File: src/rtl/core/pfmt_pkg.sv
// ----------------------------------------------------------------------------
// pfmt_pkg
// Shared constants and a helper for the printf specifier formatter core.
// ----------------------------------------------------------------------------
package pfmt_pkg;

  // field widths
  localparam int ACTION_W = 8;
  localparam int ARG_W    = 32;
  localparam int CHAR_W   = 8;
  localparam int COUNT_W  = 4;

  // decimal conversion sizes
  localparam int NDIGITS  = 10;
  localparam int BCD_W    = 4 * NDIGITS;
  localparam int BITCNT_W = $clog2(ARG_W);

  // ascii codes
  localparam logic [CHAR_W-1:0] CH_C       = 8'h63;
  localparam logic [CHAR_W-1:0] CH_PERCENT = 8'h25;
  localparam logic [CHAR_W-1:0] CH_D       = 8'h64;
  localparam logic [CHAR_W-1:0] CH_I       = 8'h69;
  localparam logic [CHAR_W-1:0] CH_ZERO    = 8'h30;
  localparam logic [CHAR_W-1:0] CH_MINUS   = 8'h2d;

  // double-dabble correction: add 3 to every bcd digit of 5 or more
  function automatic logic [BCD_W-1:0] bcd_adjust(input logic [BCD_W-1:0] bcd);
    logic [BCD_W-1:0] res;
    res = bcd;
    for (int k = 0; k < NDIGITS; k++) begin
      if (bcd[4*k +: 4] > 4'd4) begin
        res[4*k +: 4] = bcd[4*k +: 4] + 4'd3;
      end
    end
    return res;
  endfunction

endpackage

File: src/rtl/core/printf_specifier_formatter_core.sv
// ----------------------------------------------------------------------------
// printf_specifier_formatter_core
// Formats one conversion specifier and its argument as ascii characters.
// ----------------------------------------------------------------------------
// Usage:
//   Input channel in_*: one word is a specifier byte (in_action) and a 32-bit
//   signed argument (in_argument). It is taken when in_valid is high and
//   in_stall is low. in_stall is high while an item is being worked on.
//   Output channel out_*: one ascii character per word; out_last marks the
//   final character of an item and out_char_count then gives the number of
//   characters for the item (0 on the other words).
//   'c' gives the low argument byte, '%' gives a percent sign, 'd' and 'i'
//   give the signed decimal text, any other byte gives '%' and that byte.
// Operation:
//   'c', '%' and other echoed specifiers go from idle straight to emitting.
//   Decimal items run a bit-serial binary to bcd converter, one argument bit
//   per cycle, then drop one leading zero digit per cycle, keeping at least
//   one, then send one character per cycle while the output is not stalled.
// Reset: rst_n (synchronous) empties the block; no item state is kept.
// Stall: while out_stall is high a waiting output word holds and emitting waits;
// a new input word is taken while the last character still waits.
// ----------------------------------------------------------------------------
module printf_specifier_formatter_core (
  input  logic                           clk,
  input  logic                           rst_n,
  input  logic                           in_valid,
  output logic                           in_stall,
  input  logic [pfmt_pkg::ACTION_W-1:0]  in_action,
  input  logic signed [pfmt_pkg::ARG_W-1:0] in_argument,
  output logic                           out_valid,
  input  logic                           out_stall,
  output logic [pfmt_pkg::CHAR_W-1:0]    out_char,
  output logic                           out_last,
  output logic [pfmt_pkg::COUNT_W-1:0]   out_char_count
);
  import pfmt_pkg::*;

  typedef enum logic [1:0] {ST_IDLE, ST_CONV, ST_SKIP, ST_EMIT} state_t;
  typedef enum logic [1:0] {K_CHR, K_PCT, K_ECHO, K_DEC} kind_t;

  state_t                state_r, state_nxt;
  kind_t                 kind_r, kind_nxt;
  logic [CHAR_W-1:0]     lit_r, lit_nxt;
  logic                  neg_r, neg_nxt;
  logic                  first_r, first_nxt;
  logic [ARG_W-1:0]      bin_r, bin_nxt;
  logic [BCD_W-1:0]      bcd_r, bcd_nxt;
  logic [BITCNT_W-1:0]   bitcnt_r, bitcnt_nxt;
  logic [COUNT_W-1:0]    ndig_r, ndig_nxt;
  logic [COUNT_W-1:0]    rem_r, rem_nxt;
  logic [COUNT_W-1:0]    cnt_r, cnt_nxt;
  logic                  out_valid_r, out_valid_nxt;
  logic [CHAR_W-1:0]     out_char_r, out_char_nxt;
  logic                  out_last_r, out_last_nxt;
  logic [COUNT_W-1:0]    out_count_r, out_count_nxt;

  logic                  emit_ok;
  logic [BCD_W-1:0]      bcd_adj;
  logic [ARG_W-1:0]      arg_u;
  logic [CHAR_W-1:0]     ch;

  assign emit_ok = !out_valid_r || !out_stall;
  assign bcd_adj = bcd_adjust(bcd_r);
  assign arg_u   = ARG_W'(in_argument);

  // next-state and datapath logic
  always_comb begin
    state_nxt     = state_r;
    kind_nxt      = kind_r;
    lit_nxt       = lit_r;
    neg_nxt       = neg_r;
    first_nxt     = first_r;
    bin_nxt       = bin_r;
    bcd_nxt       = bcd_r;
    bitcnt_nxt    = bitcnt_r;
    ndig_nxt      = ndig_r;
    rem_nxt       = rem_r;
    cnt_nxt       = cnt_r;
    out_valid_nxt = out_valid_r;
    out_char_nxt  = out_char_r;
    out_last_nxt  = out_last_r;
    out_count_nxt = out_count_r;
    ch            = lit_r;

    // output word taken
    if (out_valid_r && !out_stall) begin
      out_valid_nxt = 1'b0;
    end

    case (state_r)
      ST_IDLE: begin
        if (in_valid) begin
          first_nxt = 1'b1;
          case (in_action)
            CH_C: begin
              kind_nxt  = K_CHR;
              lit_nxt   = arg_u[CHAR_W-1:0];
              rem_nxt   = COUNT_W'(1);
              cnt_nxt   = COUNT_W'(1);
              state_nxt = ST_EMIT;
            end
            CH_PERCENT: begin
              kind_nxt  = K_PCT;
              lit_nxt   = CH_PERCENT;
              rem_nxt   = COUNT_W'(1);
              cnt_nxt   = COUNT_W'(1);
              state_nxt = ST_EMIT;
            end
            CH_D, CH_I: begin
              kind_nxt   = K_DEC;
              neg_nxt    = arg_u[ARG_W-1];
              bin_nxt    = arg_u[ARG_W-1] ? (ARG_W'(0) - arg_u) : arg_u;
              bcd_nxt    = '0;
              bitcnt_nxt = '0;
              state_nxt  = ST_CONV;
            end
            default: begin
              kind_nxt  = K_ECHO;
              lit_nxt   = in_action;
              rem_nxt   = COUNT_W'(2);
              cnt_nxt   = COUNT_W'(2);
              state_nxt = ST_EMIT;
            end
          endcase
        end
      end

      // one binary bit into the bcd register per cycle
      ST_CONV: begin
        bcd_nxt    = {bcd_adj[BCD_W-2:0], bin_r[ARG_W-1]};
        bin_nxt    = {bin_r[ARG_W-2:0], 1'b0};
        bitcnt_nxt = bitcnt_r + 1'b1;
        if (bitcnt_r == BITCNT_W'(ARG_W - 1)) begin
          ndig_nxt  = COUNT_W'(NDIGITS);
          state_nxt = ST_SKIP;
        end
      end

      // drop leading zero digits, keep at least one
      ST_SKIP: begin
        if (bcd_r[BCD_W-1 -: 4] == 4'd0 && ndig_r > COUNT_W'(1)) begin
          bcd_nxt  = {bcd_r[BCD_W-5:0], 4'd0};
          ndig_nxt = ndig_r - 1'b1;
        end else begin
          rem_nxt   = ndig_r + COUNT_W'(neg_r);
          cnt_nxt   = ndig_r + COUNT_W'(neg_r);
          first_nxt = neg_r;
          state_nxt = ST_EMIT;
        end
      end

      // one character per cycle into the output register while the output is not held
      ST_EMIT: begin
        if (emit_ok) begin
          case (kind_r)
            K_DEC: begin
              if (first_r) begin
                ch = CH_MINUS;
              end else begin
                ch      = CH_ZERO + CHAR_W'(bcd_r[BCD_W-1 -: 4]);
                bcd_nxt = {bcd_r[BCD_W-5:0], 4'd0};
              end
            end
            K_ECHO: begin
              ch = first_r ? CH_PERCENT : lit_r;
            end
            default: begin
              ch = lit_r;
            end
          endcase
          first_nxt     = 1'b0;
          out_valid_nxt = 1'b1;
          out_char_nxt  = ch;
          out_last_nxt  = (rem_r == COUNT_W'(1));
          out_count_nxt = (rem_r == COUNT_W'(1)) ? cnt_r : '0;
          rem_nxt       = rem_r - 1'b1;
          if (rem_r == COUNT_W'(1)) begin
            state_nxt = ST_IDLE;
          end
        end
      end

      default: begin
        state_nxt = ST_IDLE;
      end
    endcase
  end

  // state and registered outputs
  always_ff @(posedge clk) begin
    if (!rst_n) begin
      state_r     <= ST_IDLE;
      out_valid_r <= 1'b0;
    end else begin
      state_r     <= state_nxt;
      out_valid_r <= out_valid_nxt;
    end
    kind_r      <= kind_nxt;
    lit_r       <= lit_nxt;
    neg_r       <= neg_nxt;
    first_r     <= first_nxt;
    bin_r       <= bin_nxt;
    bcd_r       <= bcd_nxt;
    bitcnt_r    <= bitcnt_nxt;
    ndig_r      <= ndig_nxt;
    rem_r       <= rem_nxt;
    cnt_r       <= cnt_nxt;
    out_char_r  <= out_char_nxt;
    out_last_r  <= out_last_nxt;
    out_count_r <= out_count_nxt;
  end

  assign in_stall       = (state_r != ST_IDLE);
  assign out_valid      = out_valid_r;
  assign out_char       = out_char_r;
  assign out_last       = out_last_r;
  assign out_char_count = out_count_r;

  // checks
  a_last_count: assert property (@(posedge clk) disable iff (!rst_n)
    out_valid && out_last |-> out_char_count != '0)
    else $error("last word carries zero count");

  a_mid_count: assert property (@(posedge clk) disable iff (!rst_n)
    out_valid && !out_last |-> out_char_count == '0)
    else $error("count set on a word that is not last");

  a_accept_busy: assert property (@(posedge clk) disable iff (!rst_n)
    in_valid && !in_stall |=> in_stall)
    else $error("block not busy after taking an item");

  a_emit_rem: assert property (@(posedge clk) disable iff (!rst_n)
    state_r == ST_EMIT |-> rem_r != '0)
    else $error("emitting with no characters left");

  a_count_max: assert property (@(posedge clk) disable iff (!rst_n)
    out_valid && out_last |-> out_char_count <= COUNT_W'(NDIGITS + 1))
    else $error("character count out of range");

endmodule

File: config.mk
export PLATFORM = sky130hd
export DESIGN_NAME = printf_specifier_formatter_core
export DESIGN_NICKNAME = d
export VERILOG_FILES = /design/src/rtl/core/pfmt_pkg.sv /design/src/rtl/core/printf_specifier_formatter_core.sv
export SDC_FILE = /design/constraint.sdc
export NUM_CORES = 1
export LEC_CHECK = 0
export BUFFER_PORTS_ARGS = -buffer_cell sky130_fd_sc_hd__buf_2
export CORE_AREA = 5 5 119 121
export DETAILED_ROUTE_END_ITERATION = 10
export DIE_AREA = 0 0 124 126
export PLACE_DENSITY = 0.81
export SLEW_MARGIN = 10
export SYNTH_ARGS = -nofsm -noshare
export SYNTH_HDL_FRONTEND = slang
export SYNTH_SLANG_ARGS = --single-unit
File: constraint.sdc
create_clock -name clk -period 3.89 [get_ports clk]
set_input_delay 0.778 -clock clk [delete_from_list [all_inputs] [get_ports clk]]
set_output_delay 0.778 -clock clk [all_outputs]
set_load 0.005 [all_outputs]
==> summary.txt <==
Timing
  • Clock skew: 0.0110 ns
  • RSZ-0062 raised after global routing: no
  • Max Slew Vio Count: 0
  • Tightest Pin Transition: 0.895 ns
  • Final-report setup violation count: 0
  • Final TNS setup: 0 ns
  • Final Cycle Share: 67.3%
  • Final hold vios: 0
  • Rel. slew slack: 39.9%
  • Max frequency: 382 MHz
  • Minimum clock period: 2.62 ns
  • Hold slack: 0.496 ns

Synthesis
  • Synth Area in Adders: 4.30%
  • Post-Syn Area: 0.00699 mm^2
  • Synth Area in Simple Gates: 18.8%
  • Mapped Avg Cell Area: 10.1 um^2
  • Post-synthesis compound-gate area fraction: 17.4%
  • FF+latch count, synth: 117
  • Synth Instances: 690
  • Synth Flop Type: edfxtp_1
  • Yosys cell types: 60
  • Largest family of logic cells by synthesized area: simple AND/OR/NAND/NOR gates
  • Multiplexer area fraction after synthesis: 2.52%
  • Async SR Flop Fraction: 0%
  • Synthesized net count: 758
  • Register area share after synthesis: 49.8%
  • EDFF count, synth: 114
  • XOR/XNOR share of the synthesized area: 2.88%
  • Warnings from Yosys: 0

CTS
  • Cts bufs inserted: 17
  • Worst-path clk slew: 0.06 ns
  • Root buf cell: clkbuf_16
  • CTS tree: yes
  • Clk_lat worst skew: 0.42 ns
  • Post-cts resize count: 0
  • H-tree depth: 4
  • Post-CTS Setup Bufs: 0
  • Sink Count: 117
  • Clock buffer depth: 2
  • Cts hold-fix bufs: 0

Worst setup path
  • Reg2reg start: state_r[0]$_SDFFE_PN0P_
  • Worst reg2reg setup slack: 1.33 ns
  • Reg2reg path depth: 7
  • Critical Path AT: 2.78 ns
  • WP data required: 4.05 ns
  • Crit Path Max Fanout: 13
  • Crit end category: flip-flop
  • Worst flop-to-flop path endpoint: rem_r[2]$_DFFE_PP_
  • Critical path launch point type: primary input
  • Setup CP Type: primary input to flip-flop

Routing
  • Via-to-Cell Ratio: 6.16
  • Vias: 5701
  • Antenna Nets Post-Route: 0
  • Initial DRC count: 501
  • First drt pass iteration count: 5
  • Avg WL per Cell: 17.0 um
  • Final WL: 15800 um
  • Drt drc: 0

Floorplanning
  • Die area: 0.0156 mm^2
  • Boundary Pins: 59
  • Die X: 124 um
  • Die H: 126 um
  • Number of core rows: 42
  • Starting density of the core: 53.9%
  • Core area: 0.0130 mm^2

Global routing
  • First-pass GRT wire length: 26300 um
  • Total Routing Usage GR: 20.9%
  • Initial antenna violation count: 0
  • GRT overflow: 0
  • Vias in the first global route: 5603
  • Largest net degree at the start of global routing: 41

Placed design
  • IO Port Bufs: 58
  • HPWL after DPL: 10700 um
  • Dpl cells: 894
  • Gp weighted congestion: 0.905

Worst hold path
  • Worst hold path depth: 1
  • Hold Crit Start: lit_r[5]$_DFFE_PP_
  • Hold EP: out_char[5]$_DFFE_PP_
  • Worst Hold Class: flip-flop to flip-flop

Layout
  • Antenna Cells: 0
  • P&R area growth vs syn: 13.7%
  • Layout cells sized above 1: 15.3%
  • Nets: 805
  • Final cell count without fillers: 926

Job
  • Max-Cap Viols: 0

Power and ir drop
  • Final Total Pwr: 5.97 mW
  • Pwr dens: 752 mW/mm^2
  • Leakage: 2.90 nW
  • Maximum vdd drop: 0.387 mV

Outcome
  • Outcome: finished clean
==> placed cells by master (no fill, tap or decap), types with 6 or more instances in the layout <==
| master | instances |
|---|---|
| a221oi_1 | 6 |
| a2bb2oi_1 | 10 |
| nor2_1 | 70 |
| nor3b_1 | 13 |
| a22oi_1 | 13 |
| buf_4 | 7 |
| o41ai_1 | 7 |
| buf_2 | 58 |
| o311ai_0 | 9 |
| nor2b_1 | 16 |
| and2_1 | 9 |
| and3_1 | 8 |
| o21ai_0 | 52 |
| nand3_1 | 21 |
| nand2_1 | 47 |
| or4_1 | 12 |
| mux2_2 | 13 |
| nand2b_1 | 7 |
| a32oi_1 | 9 |
| xor2_1 | 13 |
| ha_1 | 23 |
| nand4_1 | 7 |
| inv_1 | 40 |
| or3_1 | 15 |
| clkbuf_16 | 17 |
| clkinv_2 | 8 |
| edfxtp_1 | 114 |
| nor3_1 | 13 |
| a21oi_1 | 28 |
| xnor2_1 | 10 |
| o22a_1 | 6 |
==> cells by family (layout without fill, tap and decap cells) <==
logic type,Yosys count,after routing
simple gates,255,255
compound gates,178,178
flops,117,117
buf+inv,77,137
fa+ha+maj,24,24
xor+xnor,23,23
mux,16,16
==> worst max-delay path, cell delays in order <==
cell and delay, ns:
buf_2 0.13, or4_1 0.74, nor3_1 0.80, a2111o_1 0.27, nand3_1 0.06
==> area by class of cell <==
type | instances | area (um^2)
Clock buffer | 20 | 437
Clock inverter | 12 | 88.8
Fill cell | 1048 | 5030
Inverter | 40 | 150
Multi-Input combinational cell | 496 | 3230
Sequential cell | 117 | 3480
Tap cell | 176 | 220
Timing Repair Buffer | 65 | 343
==> stage by stage <==
| stage | utilization (%) | setup slack [ns] | instance area (um^2) |
|---|---|---|---|
| after floorplan | - | 0.167 | 6990 |
| after global placement | 57.2 | 0.981 | 7420 |
| final | 61.2 | 1.27 | 7950 |
| after detailed placement | 57.2 | 0.901 | 7420 |
| after CTS | 61.2 | 1.33 | 7950 |
| after global routing | 61.2 | 1.16 | 7950 |
==> routing by layer <==
| layer | wire, um | vias to the layer above | GRT usage (%) |
|---|---|---|---|
| met4 | 186 | 0 | 6.25 |
| met5 | 0 | - | 0 |
| met1 | 6520 | 2737 | 26.7 |
| met3 | 1110 | 23 | 5.47 |
| li1 | - | 2708 | - |
| met2 | 7950 | 233 | 34.8 |
==> how the worst max path moves through the flow <==
stage	startpoint	end	slack (ns)	cells after the start
final	in_argument[6]	bin_r[26]$_DFFE_PP_	1.27	5
after CTS	in_argument[6]	bin_r[18]$_DFFE_PP_	1.33	5
after floorplan	in_action[4]	bin_r[0]$_SDFFCE_PP0P_	0.17	3
after detailed placement	in_argument[6]	bin_r[26]$_DFFE_PP_	0.90	5
after global routing	state_r[0]$_SDFFE_PN0P_	rem_r[2]$_DFFE_PP_	1.16	7
after global placement	in_argument[6]	bin_r[22]$_DFFE_PP_	0.98	5
==> where the power goes <==
part	leakage (nW)	switching [mW]	total, mW	internal (mW)
registers	1.09	0.365	2.40	2.04
clock network	0.260	0.541	1.40	0.862
logic	1.55	1.31	2.17	0.863
==> flip-flops by register name, indices dropped and copies added, names as in the netlist, 2 cells and up <==
signal	cells
bitcnt_r	5
cnt_r	4
rem_r	4
out_char_count	4
bcd_r	40
lit_r	8
out_char	8
bin_r	32
ndig_r	4
state_r	2
kind_r	2
==> Yosys cell counts (3+ instances only) <==
library cell	n	area (um^2)
nor2b_1	16	100
mux2i_1	3	30.0
nor4_1	4	25.0
o21ai_0	52	260
and3_1	8	50.1
o2111ai_1	3	26.3
xor2_1	13	114
a21oi_1	29	145
or4_1	12	90.1
a2bb2oi_1	10	87.6
nand3_1	21	105
nand2b_1	7	43.8
o41ai_1	7	61.3
or2_2	3	18.8
xnor2_1	10	87.6
ha_1	24	300
o31ai_1	4	30.0
and2_1	9	56.3
mux2_2	13	146
o22ai_1	5	31.3
o21a_1	3	22.5
clkbuf_1	28	105
a221oi_1	6	52.6
a21o_1	4	30.0
or3_1	15	93.8
nor3_1	13	65.1
nor2_1	70	263
nand2_1	47	176
nand4_1	7	43.8
a32oi_1	9	78.8
inv_1	40	150
o22a_1	6	52.6
o311ai_0	9	78.8
dfxtp_1	3	60.1
a22oi_1	13	97.6
edfxtp_1	114	3420
buf_1	6	22.5
nor3b_1	13	97.6
o211ai_1	4	30.0
Power figures use the tool's default switching activity.
